### config.mk
export PLATFORM = sky130hd
export DESIGN_NAME = wind_average_and_gust_unit
export DESIGN_NICKNAME = d
export VERILOG_FILES = /design/src/wag_pkg.sv /design/src/wag_div.sv /design/src/wind_average_and_gust_unit.sv
export SDC_FILE = /design/constraint.sdc
export NUM_CORES = 2
export LEC_CHECK = 0
export ABC_AREA = 1
export BUFFER_PORTS_ARGS = -buffer_cell sky130_fd_sc_hd__buf_2
export CAP_MARGIN = 20
export CORE_ASPECT_RATIO = 0.9
export CORE_MARGIN = 10
export CORE_UTILIZATION = 50
export CTS_BUF_LIST = sky130_fd_sc_hd__clkbuf_8
export DETAILED_ROUTE_END_ITERATION = 7
export GPL_TIMING_DRIVEN = 0
export PLACE_DENSITY = 0.66
export SKIP_LAST_GASP = 1
export SLEW_MARGIN = 25
export SYNTH_ARGS = -nofsm -noshare
export SYNTH_HDL_FRONTEND = slang
export SYNTH_SLANG_ARGS = --single-unit
### constraint.sdc
create_clock -name clk -period 6.3 [get_ports clk]
set_input_delay 1.26 -clock clk [delete_from_list [all_inputs] [get_ports clk]]
set_output_delay 1.26 -clock clk [all_outputs]
set_load 0.02 [all_outputs]
### src/wag_pkg.sv
// ----------------------------------------------------------------------------
// Wind average and gust package
// Shared widths, reset values and the sequencer state type.
// ----------------------------------------------------------------------------
package wag_pkg;

    localparam int PULSE_W  = 15;
    localparam int FACTOR_W = 16;
    localparam int SPEED_W  = 31;

    localparam logic [FACTOR_W-1:0] FACTOR_RESET = 16'd614;

    localparam int AVG_DEPTH_DEF = 60;
    localparam int GUST_LEN_DEF  = 1;

    typedef enum logic [3:0] {
        S_IDLE,
        S_WRITE,
        S_RDH,
        S_ADDH,
        S_SUBT,
        S_CMP,
        S_DIVA,
        S_WAITA,
        S_DIVG,
        S_WAITG,
        S_OUT
    } state_t;

endpackage

### src/wag_div.sv
// ----------------------------------------------------------------------------
// Serial unsigned divider
// Restoring division, one quotient bit per clock cycle.
// ----------------------------------------------------------------------------
module wag_div
    import wag_pkg::*;
#(
    parameter int DW = 39,
    parameter int VW = 9
)
(
    input  logic          clk,
    input  logic          rst_n,
    input  logic          start,
    input  logic [DW-1:0] dividend,
    input  logic [VW-1:0] divisor,
    output logic          done,
    output logic [DW-1:0] quotient
);

    localparam int CNW = $clog2(DW + 1);

    logic [DW-1:0]  work_reg, work_next;
    logic [VW-1:0]  rem_reg, rem_next;
    logic [VW-1:0]  dvs_reg, dvs_next;
    logic [CNW-1:0] cnt_reg, cnt_next;
    logic           busy_reg, busy_next;
    logic           done_reg, done_next;
    logic [VW:0]    trial;
    logic           fits;

    assign trial = {rem_reg, work_reg[DW-1]};
    assign fits  = (trial >= {1'b0, dvs_reg});

    always_comb
    begin
        work_next = work_reg;
        rem_next  = rem_reg;
        dvs_next  = dvs_reg;
        cnt_next  = cnt_reg;
        busy_next = busy_reg;
        done_next = 1'b0;
        if (start)
        begin
            work_next = dividend;
            rem_next  = '0;
            dvs_next  = divisor;
            cnt_next  = '0;
            busy_next = 1'b1;
        end
        else if (busy_reg)
        begin
            work_next = {work_reg[DW-2:0], fits};
            rem_next  = fits ? VW'(trial - {1'b0, dvs_reg}) : VW'(trial);
            cnt_next  = cnt_reg + 1'b1;
            if (cnt_reg == CNW'(DW - 1))
            begin
                busy_next = 1'b0;
                done_next = 1'b1;
            end
        end
    end

    always_ff @(posedge clk or negedge rst_n)
    begin
        if (!rst_n)
        begin
            busy_reg <= 1'b0;
            done_reg <= 1'b0;
            cnt_reg  <= '0;
        end
        else
        begin
            busy_reg <= busy_next;
            done_reg <= done_next;
            cnt_reg  <= cnt_next;
        end
    end

    always_ff @(posedge clk)
    begin
        work_reg <= work_next;
        rem_reg  <= rem_next;
        dvs_reg  <= dvs_next;
    end

    assign done     = done_reg;
    assign quotient = work_reg;

endmodule

### src/wind_average_and_gust_unit.sv
// ----------------------------------------------------------------------------
// Wind average and gust unit
// Scales a pulse count to a speed, keeps a ring of recent speeds and reports
// the window average and the largest gust-length run mean.
// ----------------------------------------------------------------------------
// The input stalls from each accepted sample until the result has been
// taken. The ring walk visits the N stored samples in turn, adding each to
// the total and the run window and, past the first GUST_LEN, subtracting
// the leaving sample in a step of its own, since the single ring read port
// serves both the newest and the leaving sample of the run window. The
// serial divider then computes the average, and the gust too when N reaches
// GUST_LEN; DW is 31 plus the ceiling log2 of the larger parameter, so DW
// is 37 at the defaults, where the ring holds 60 samples and GUST_LEN is 1.
module wind_average_and_gust_unit
    import wag_pkg::*;
#(
    parameter int AVG_DEPTH = AVG_DEPTH_DEF,
    parameter int GUST_LEN  = GUST_LEN_DEF
)
(
    input  logic                clk,
    input  logic                rst_n,
    input  logic                cfg_valid,
    output logic                cfg_ready,
    input  logic [FACTOR_W-1:0] cfg_data,
    input  logic                in_valid,
    output logic                in_stall,
    input  logic [PULSE_W-1:0]  anemo_pulses,
    output logic                out_valid,
    input  logic                out_stall,
    output logic [SPEED_W-1:0]  instant_speed,
    output logic [SPEED_W-1:0]  average_speed,
    output logic [SPEED_W-1:0]  gust_speed
);

    localparam int AW   = (AVG_DEPTH > 1) ? $clog2(AVG_DEPTH) : 1;
    localparam int CW   = $clog2(AVG_DEPTH + 1);
    localparam int MAXP = (AVG_DEPTH > GUST_LEN) ? AVG_DEPTH : GUST_LEN;
    localparam int DW   = SPEED_W + $clog2(MAXP);
    localparam int VW   = $clog2(MAXP + 1);

    state_t state_reg, state_next;

    logic [FACTOR_W-1:0] factor_reg;
    logic [SPEED_W-1:0]  speed_reg, speed_next;
    logic [SPEED_W-1:0]  avg_reg, avg_next;
    logic [SPEED_W-1:0]  gust_reg, gust_next;
    logic [AW-1:0]       wslot_reg, wslot_next;
    logic [CW-1:0]       count_reg, count_next;
    logic [AW-1:0]       head_reg, head_next;
    logic [AW-1:0]       tail_reg, tail_next;
    logic [CW-1:0]       pos_reg, pos_next;
    logic [DW-1:0]       total_reg, total_next;
    logic [DW-1:0]       win_reg, win_next;
    logic [DW-1:0]       max_reg, max_next;

    logic [SPEED_W-1:0]  ring_mem [AVG_DEPTH];
    logic [SPEED_W-1:0]  rdata_reg;
    logic                mem_we;
    logic [AW-1:0]       raddr;

    logic                div_start;
    logic [DW-1:0]       div_dividend;
    logic [VW-1:0]       div_divisor;
    logic                div_done;
    logic [DW-1:0]       div_quotient;

    logic                in_fire;
    logic                last_pos;
    logic                gust_ready;

    assign in_fire    = in_valid && !in_stall;
    assign last_pos   = (CW'(pos_reg + 1'b1) == count_reg);
    assign gust_ready = (int'(count_reg) >= GUST_LEN);

    function automatic logic [AW-1:0] wrap_inc(input logic [AW-1:0] ptr);
        wrap_inc = (ptr == AW'(AVG_DEPTH - 1)) ? '0 : AW'(ptr + 1'b1);
    endfunction

    always_comb
    begin
        state_next = state_reg;
        case (state_reg)
            S_IDLE:  if (in_fire) state_next = S_WRITE;
            S_WRITE: state_next = S_RDH;
            S_RDH:   state_next = S_ADDH;
            S_ADDH:  state_next = (int'(pos_reg) >= GUST_LEN) ? S_SUBT : S_CMP;
            S_SUBT:  state_next = S_CMP;
            S_CMP:   state_next = last_pos ? S_DIVA : S_ADDH;
            S_DIVA:  state_next = S_WAITA;
            S_WAITA:
            begin
                if (div_done)
                begin
                    state_next = gust_ready ? S_DIVG : S_OUT;
                end
            end
            S_DIVG:  state_next = S_WAITG;
            S_WAITG: if (div_done) state_next = S_OUT;
            S_OUT:   if (!out_stall) state_next = S_IDLE;
            default: state_next = S_IDLE;
        endcase
    end

    always_comb
    begin
        in_stall     = (state_reg != S_IDLE);
        out_valid    = (state_reg == S_OUT);
        cfg_ready    = 1'b1;
        mem_we       = (state_reg == S_WRITE);
        raddr        = (state_reg == S_ADDH) ? tail_reg : head_reg;
        div_start    = (state_reg == S_DIVA) || (state_reg == S_DIVG);
        div_dividend = (state_reg == S_DIVA) ? total_reg : max_reg;
        div_divisor  = (state_reg == S_DIVA) ? VW'(count_reg) : VW'(GUST_LEN);
    end

    always_comb
    begin
        speed_next = speed_reg;
        avg_next   = avg_reg;
        gust_next  = gust_reg;
        wslot_next = wslot_reg;
        count_next = count_reg;
        head_next  = head_reg;
        tail_next  = tail_reg;
        pos_next   = pos_reg;
        total_next = total_reg;
        win_next   = win_reg;
        max_next   = max_reg;
        case (state_reg)
            S_IDLE:
            begin
                if (in_fire)
                begin
                    speed_next = SPEED_W'(anemo_pulses) * SPEED_W'(factor_reg);
                end
            end
            S_WRITE:
            begin
                wslot_next = wrap_inc(wslot_reg);
                if (count_reg != CW'(AVG_DEPTH))
                begin
                    count_next = CW'(count_reg + 1'b1);
                end
                if (count_next == CW'(AVG_DEPTH))
                begin
                    head_next = wslot_next;
                end
                else
                begin
                    head_next = '0;
                end
                tail_next  = head_next;
                pos_next   = '0;
                total_next = '0;
                win_next   = '0;
                max_next   = '0;
            end
            S_ADDH:
            begin
                total_next = total_reg + DW'(rdata_reg);
                win_next   = win_reg + DW'(rdata_reg);
                head_next  = wrap_inc(head_reg);
            end
            S_SUBT:
            begin
                win_next  = win_reg - DW'(rdata_reg);
                tail_next = wrap_inc(tail_reg);
            end
            S_CMP:
            begin
                if ((int'(pos_reg) + 1 >= GUST_LEN) && (win_reg > max_reg))
                begin
                    max_next = win_reg;
                end
                pos_next = CW'(pos_reg + 1'b1);
            end
            S_WAITA:
            begin
                if (div_done)
                begin
                    avg_next = div_quotient[SPEED_W-1:0];
                    if (!gust_ready)
                    begin
                        gust_next = speed_reg;
                    end
                end
            end
            S_WAITG:
            begin
                if (div_done)
                begin
                    gust_next = div_quotient[SPEED_W-1:0];
                end
            end
            default:
            begin
            end
        endcase
    end

    always_ff @(posedge clk or negedge rst_n)
    begin
        if (!rst_n)
        begin
            state_reg  <= S_IDLE;
            factor_reg <= FACTOR_RESET;
            wslot_reg  <= '0;
            count_reg  <= '0;
        end
        else
        begin
            state_reg <= state_next;
            if (cfg_valid && cfg_ready)
            begin
                factor_reg <= cfg_data;
            end
            wslot_reg <= wslot_next;
            count_reg <= count_next;
        end
    end

    always_ff @(posedge clk)
    begin
        speed_reg <= speed_next;
        avg_reg   <= avg_next;
        gust_reg  <= gust_next;
        head_reg  <= head_next;
        tail_reg  <= tail_next;
        pos_reg   <= pos_next;
        total_reg <= total_next;
        win_reg   <= win_next;
        max_reg   <= max_next;
    end

    always_ff @(posedge clk)
    begin
        if (mem_we)
        begin
            ring_mem[wslot_reg] <= speed_reg;
        end
        rdata_reg <= ring_mem[raddr];
    end

    wag_div #(
        .DW(DW),
        .VW(VW)
    ) u_div (
        .clk      (clk),
        .rst_n    (rst_n),
        .start    (div_start),
        .dividend (div_dividend),
        .divisor  (div_divisor),
        .done     (div_done),
        .quotient (div_quotient)
    );

    assign instant_speed = speed_reg;
    assign average_speed = avg_reg;
    assign gust_speed    = gust_reg;

endmodule

==> results.cfg <==
[critical_path]
critPathMaxFanout = 10
cpMaxStageDelayCell = clkbuf_1
worst-path-buf-inv = 5
crit_required_ns = 7.12
rrSetupSlack_ns = 0.26
cp.arrival_ns = 6.92
r2r_end = instant_speed[30]
crit_type = input port to register
r2r_cells = 20
r2r_start = factor_reg[4]
crit_top_cell = fa_1
crit_path_max_incr_delay_ns = 0.56
crit_chain = clkbuf_1 > clkbuf_1 > nand2_1 > fa_1 > fa_1 > inv_1 > fa_1 > fa_1 > fa_1 > inv_1 > fa_1 > inv_1 > ha_1 > a21o_1 > a21oi_1 > nor2_1 > nor2_1 > nand3_1 > a21oi_1 > xnor2_1
cpLargestDelayFamily = adder cells
end_kind = register
cp-start-kind = input port

[timing]
rsz0062_at_grt = no
finalWorstSetupSlack_ns = 0.197
max_slew_margin_pct = 21.3
fin_crit_sh_pct = 96.9
tightest_slew_ns = 1.18
final_max_slew_viol_count = 0
finClkSkew_ns = 0.107
final_hold_viol_count = 0
finalSetupTns_ns = 0
fmax_ghz = 0.164
min_period_ns = 6.10
finalSetupViolations = 0

[cts]
cts_buffer_depth = 4
cts_made_buffers = 374
postCtsHoldBufs = 0
clk_latency_ns = 1.15
cts-htree-levels = 5
tritoncts = done
root_buffer = clkbuf_8
clkSinkCount = 2202
clk_pin_slew_ns = 0.06

[place]
place.port_buffers = 114
gp_congestion = 0.987
placedCellCount = 14500
dp_hpwl_mm = 281
dpl_cell_area_um2 = 118000
place_ws_ns = -1.16

[die]
start_util_pct = 50.3
coreArea_um2 = 217000
die_area_um2 = 237000
die_y_um = 463
die_width_um = 512
io_pins = 132
placementRows = 162

[drt]
wl_per_cell_um = 24.7
viasPerCell = 5.58
vias = 84400
drtIter0Drc = 13200
drt_pass1_iterations = 8
ant_nets = 0
drcViolationCount = 4
routed_wl_mm = 374

[cells_and_area]
largest_register_ffs = 1860
layout-drive-gt1-share_pct = 10.0
layout.cells.non_filler = 15100
regMostFlops = ring_mem
syn_to_final_growth_pct = 14.5
final_cell_area_um2 = 125000
nNetsFinal = 12400

[logic_synthesis]
ys_types = 53
syn_area_per_cell_um2 = 9.68
yosysTopAreaCellShare_pct = 58.6
synth_edf_count = 2125
synth_seq_cells = 2202
synth_area_leaders = edfxtp_1, nand2_1, nand3_1
syn_nets = 11700
yosysTopAreaCell = edfxtp_1
synth_area_um2 = 109000
syn_inst = 11300
ys_seq_area_share_pct = 60.2
yosysWarnings = 0
synth_ff_type = edfxtp_1
ys_async_sr_fraction_pct = 1.82

[grt]
grt_antenna_before_repair = 26
grt_pass1_wl_mm = 536
grt_pass1_vias = 79500
grt_max_degree = 44
grt_usage_pct = 30.5
globalRouteOverflowTotal = 0

[status]
violations = design-rule violations
status = finished with violations

[job]
cap_viol_max_count = 0

[hold_path]
hold_path.class = input port to asynchronous set/reset pin
-- cells in the mapped netlist (all sizes together) (2+ instances only) --
master / n
ha: 217
xnor2: 23
dfstp: 5
o21bai: 10
nand3b: 4
buf: 308
nor4: 12
fa: 183
a21boi: 6
edfxtp: 2125
dfrtp: 35
clkbuf: 208
xor2: 55
nand2: 2755
o31ai: 2
a21oi: 374
and2: 2
o21a: 12
clkinv: 4
nand4: 30
o22ai: 4
o2111ai: 2
nand3: 1913
mux2: 17
inv: 2263
dfxtp: 37
or2: 13
nor3: 46
o211ai: 5
a211oi: 2
o21ai: 179
a41oi: 2
nor2: 383
a31oi: 5
a21o: 10
-- how the worst max path moves through the flow --
stage                           startpoint                 to  slack [ns]  depth (start not counted)
after floorplan            anemo_pulses[0]  instant_speed[30]      0.0008                         24
after global placement     anemo_pulses[5]  instant_speed[30]       -1.09                         22
after detailed placement   anemo_pulses[9]  instant_speed[30]       -1.16                         20
after CTS                 anemo_pulses[10]  instant_speed[30]        0.04                         20
after global routing        factor_reg[10]  instant_speed[30]        0.05                         19
final                     anemo_pulses[13]  instant_speed[25]        0.20                         20
-- cell type report --
cell class / instances / area (um^2)
inverters: 2267 / 8510
clock buffers: 387 / 5330
plain buffers: 509 / 2370
fillers: 18400 / 91900
flip-flops and latches: 2202 / 65600
diodes: 12 / 30.0
repair buffers: 345 / 4890
well taps: 2870 / 3590
clock inverters: 257 / 1360
multi-input cells: 6273 / 33100
-- metal layers --
layer  wire, um  vias up  track usage (%)
met5         92        -                0
met4      15700       14             11.7
met3      51500      788             8.83
met2     154000     5454             43.3
met1     153000    40200             44.2
li1           -    38000                -
-- cells by family after synthesis --
group	synth area share [%]
simple gates	20.2
buf+inv	9.96
flops	60.2
compound gates	2.99
fa+ha+maj	5.85
xor+xnor	0.627
mux	0.176
other cells	0.00344
-- timing repair --
action | CTS | global route
resized for setup | 4 | 16
pin swaps | 0 | 1
setup buffers | 0 | 2
setup endpoints to repair | 3 | 11
-- layout by cell type, fill, tap and decap left out, types with 33 or more instances in the layout --
cell type / Yosys / final
nand2_1: 2750 / 2746
nand3_1: 1911 / 1906
ha_1: 217 / 216
buf_16: 0 / 64
edfxtp_1: 2125 / 2125
inv_1: 2259 / 2369
nor2_4: 1 / 63
a21oi_1: 374 / 374
xor2_1: 55 / 55
buf_8: 0 / 128
dfrtp_1: 35 / 33
nor3_1: 46 / 46
clkinv_2: 1 / 34
clkinv_1: 3 / 91
o21ai_0: 172 / 170
nor2_1: 382 / 318
fa_1: 183 / 183
buf_2: 265 / 378
clkbuf_1: 208 / 180
dfxtp_1: 37 / 37
clkbuf_8: 0 / 390
-- stage by stage --
| step | hold WS (ns) | util [%] |
|---|---|---|
| 2_1_floorplan | 0.426 | - |
| 3_3_place_gp | 0.432 | 52.2 |
| 3_5_place_dp | 0.435 | 54.5 |
| 4_1_cts | 0.179 | 57.5 |
| 5_1_grt | 0.198 | 57.6 |
| 6_report | 0.205 | 57.6 |
-- worst register-to-register path: stages (launching register included) --
cell and delay [ns]:
dfrtp_1 0.49, clkbuf_1 0.53, nand2_1 0.15, fa_1 0.42, fa_1 0.52, fa_1 0.55
inv_1 0.05, fa_1 0.45, fa_1 0.50, inv_1 0.06, fa_1 0.48, inv_1 0.04
ha_1 0.35, nand2_1 0.17, nor2_2 0.14, nand2_1 0.06, o211ai_1 0.18, buf_4 0.18
nand3_1 0.14, o21ai_1 0.23, xor2_1 0.09
Power is left out: the tool's default activity adds up to more than one toggle a clock period on the data nets, which glitch-free logic cannot reach.
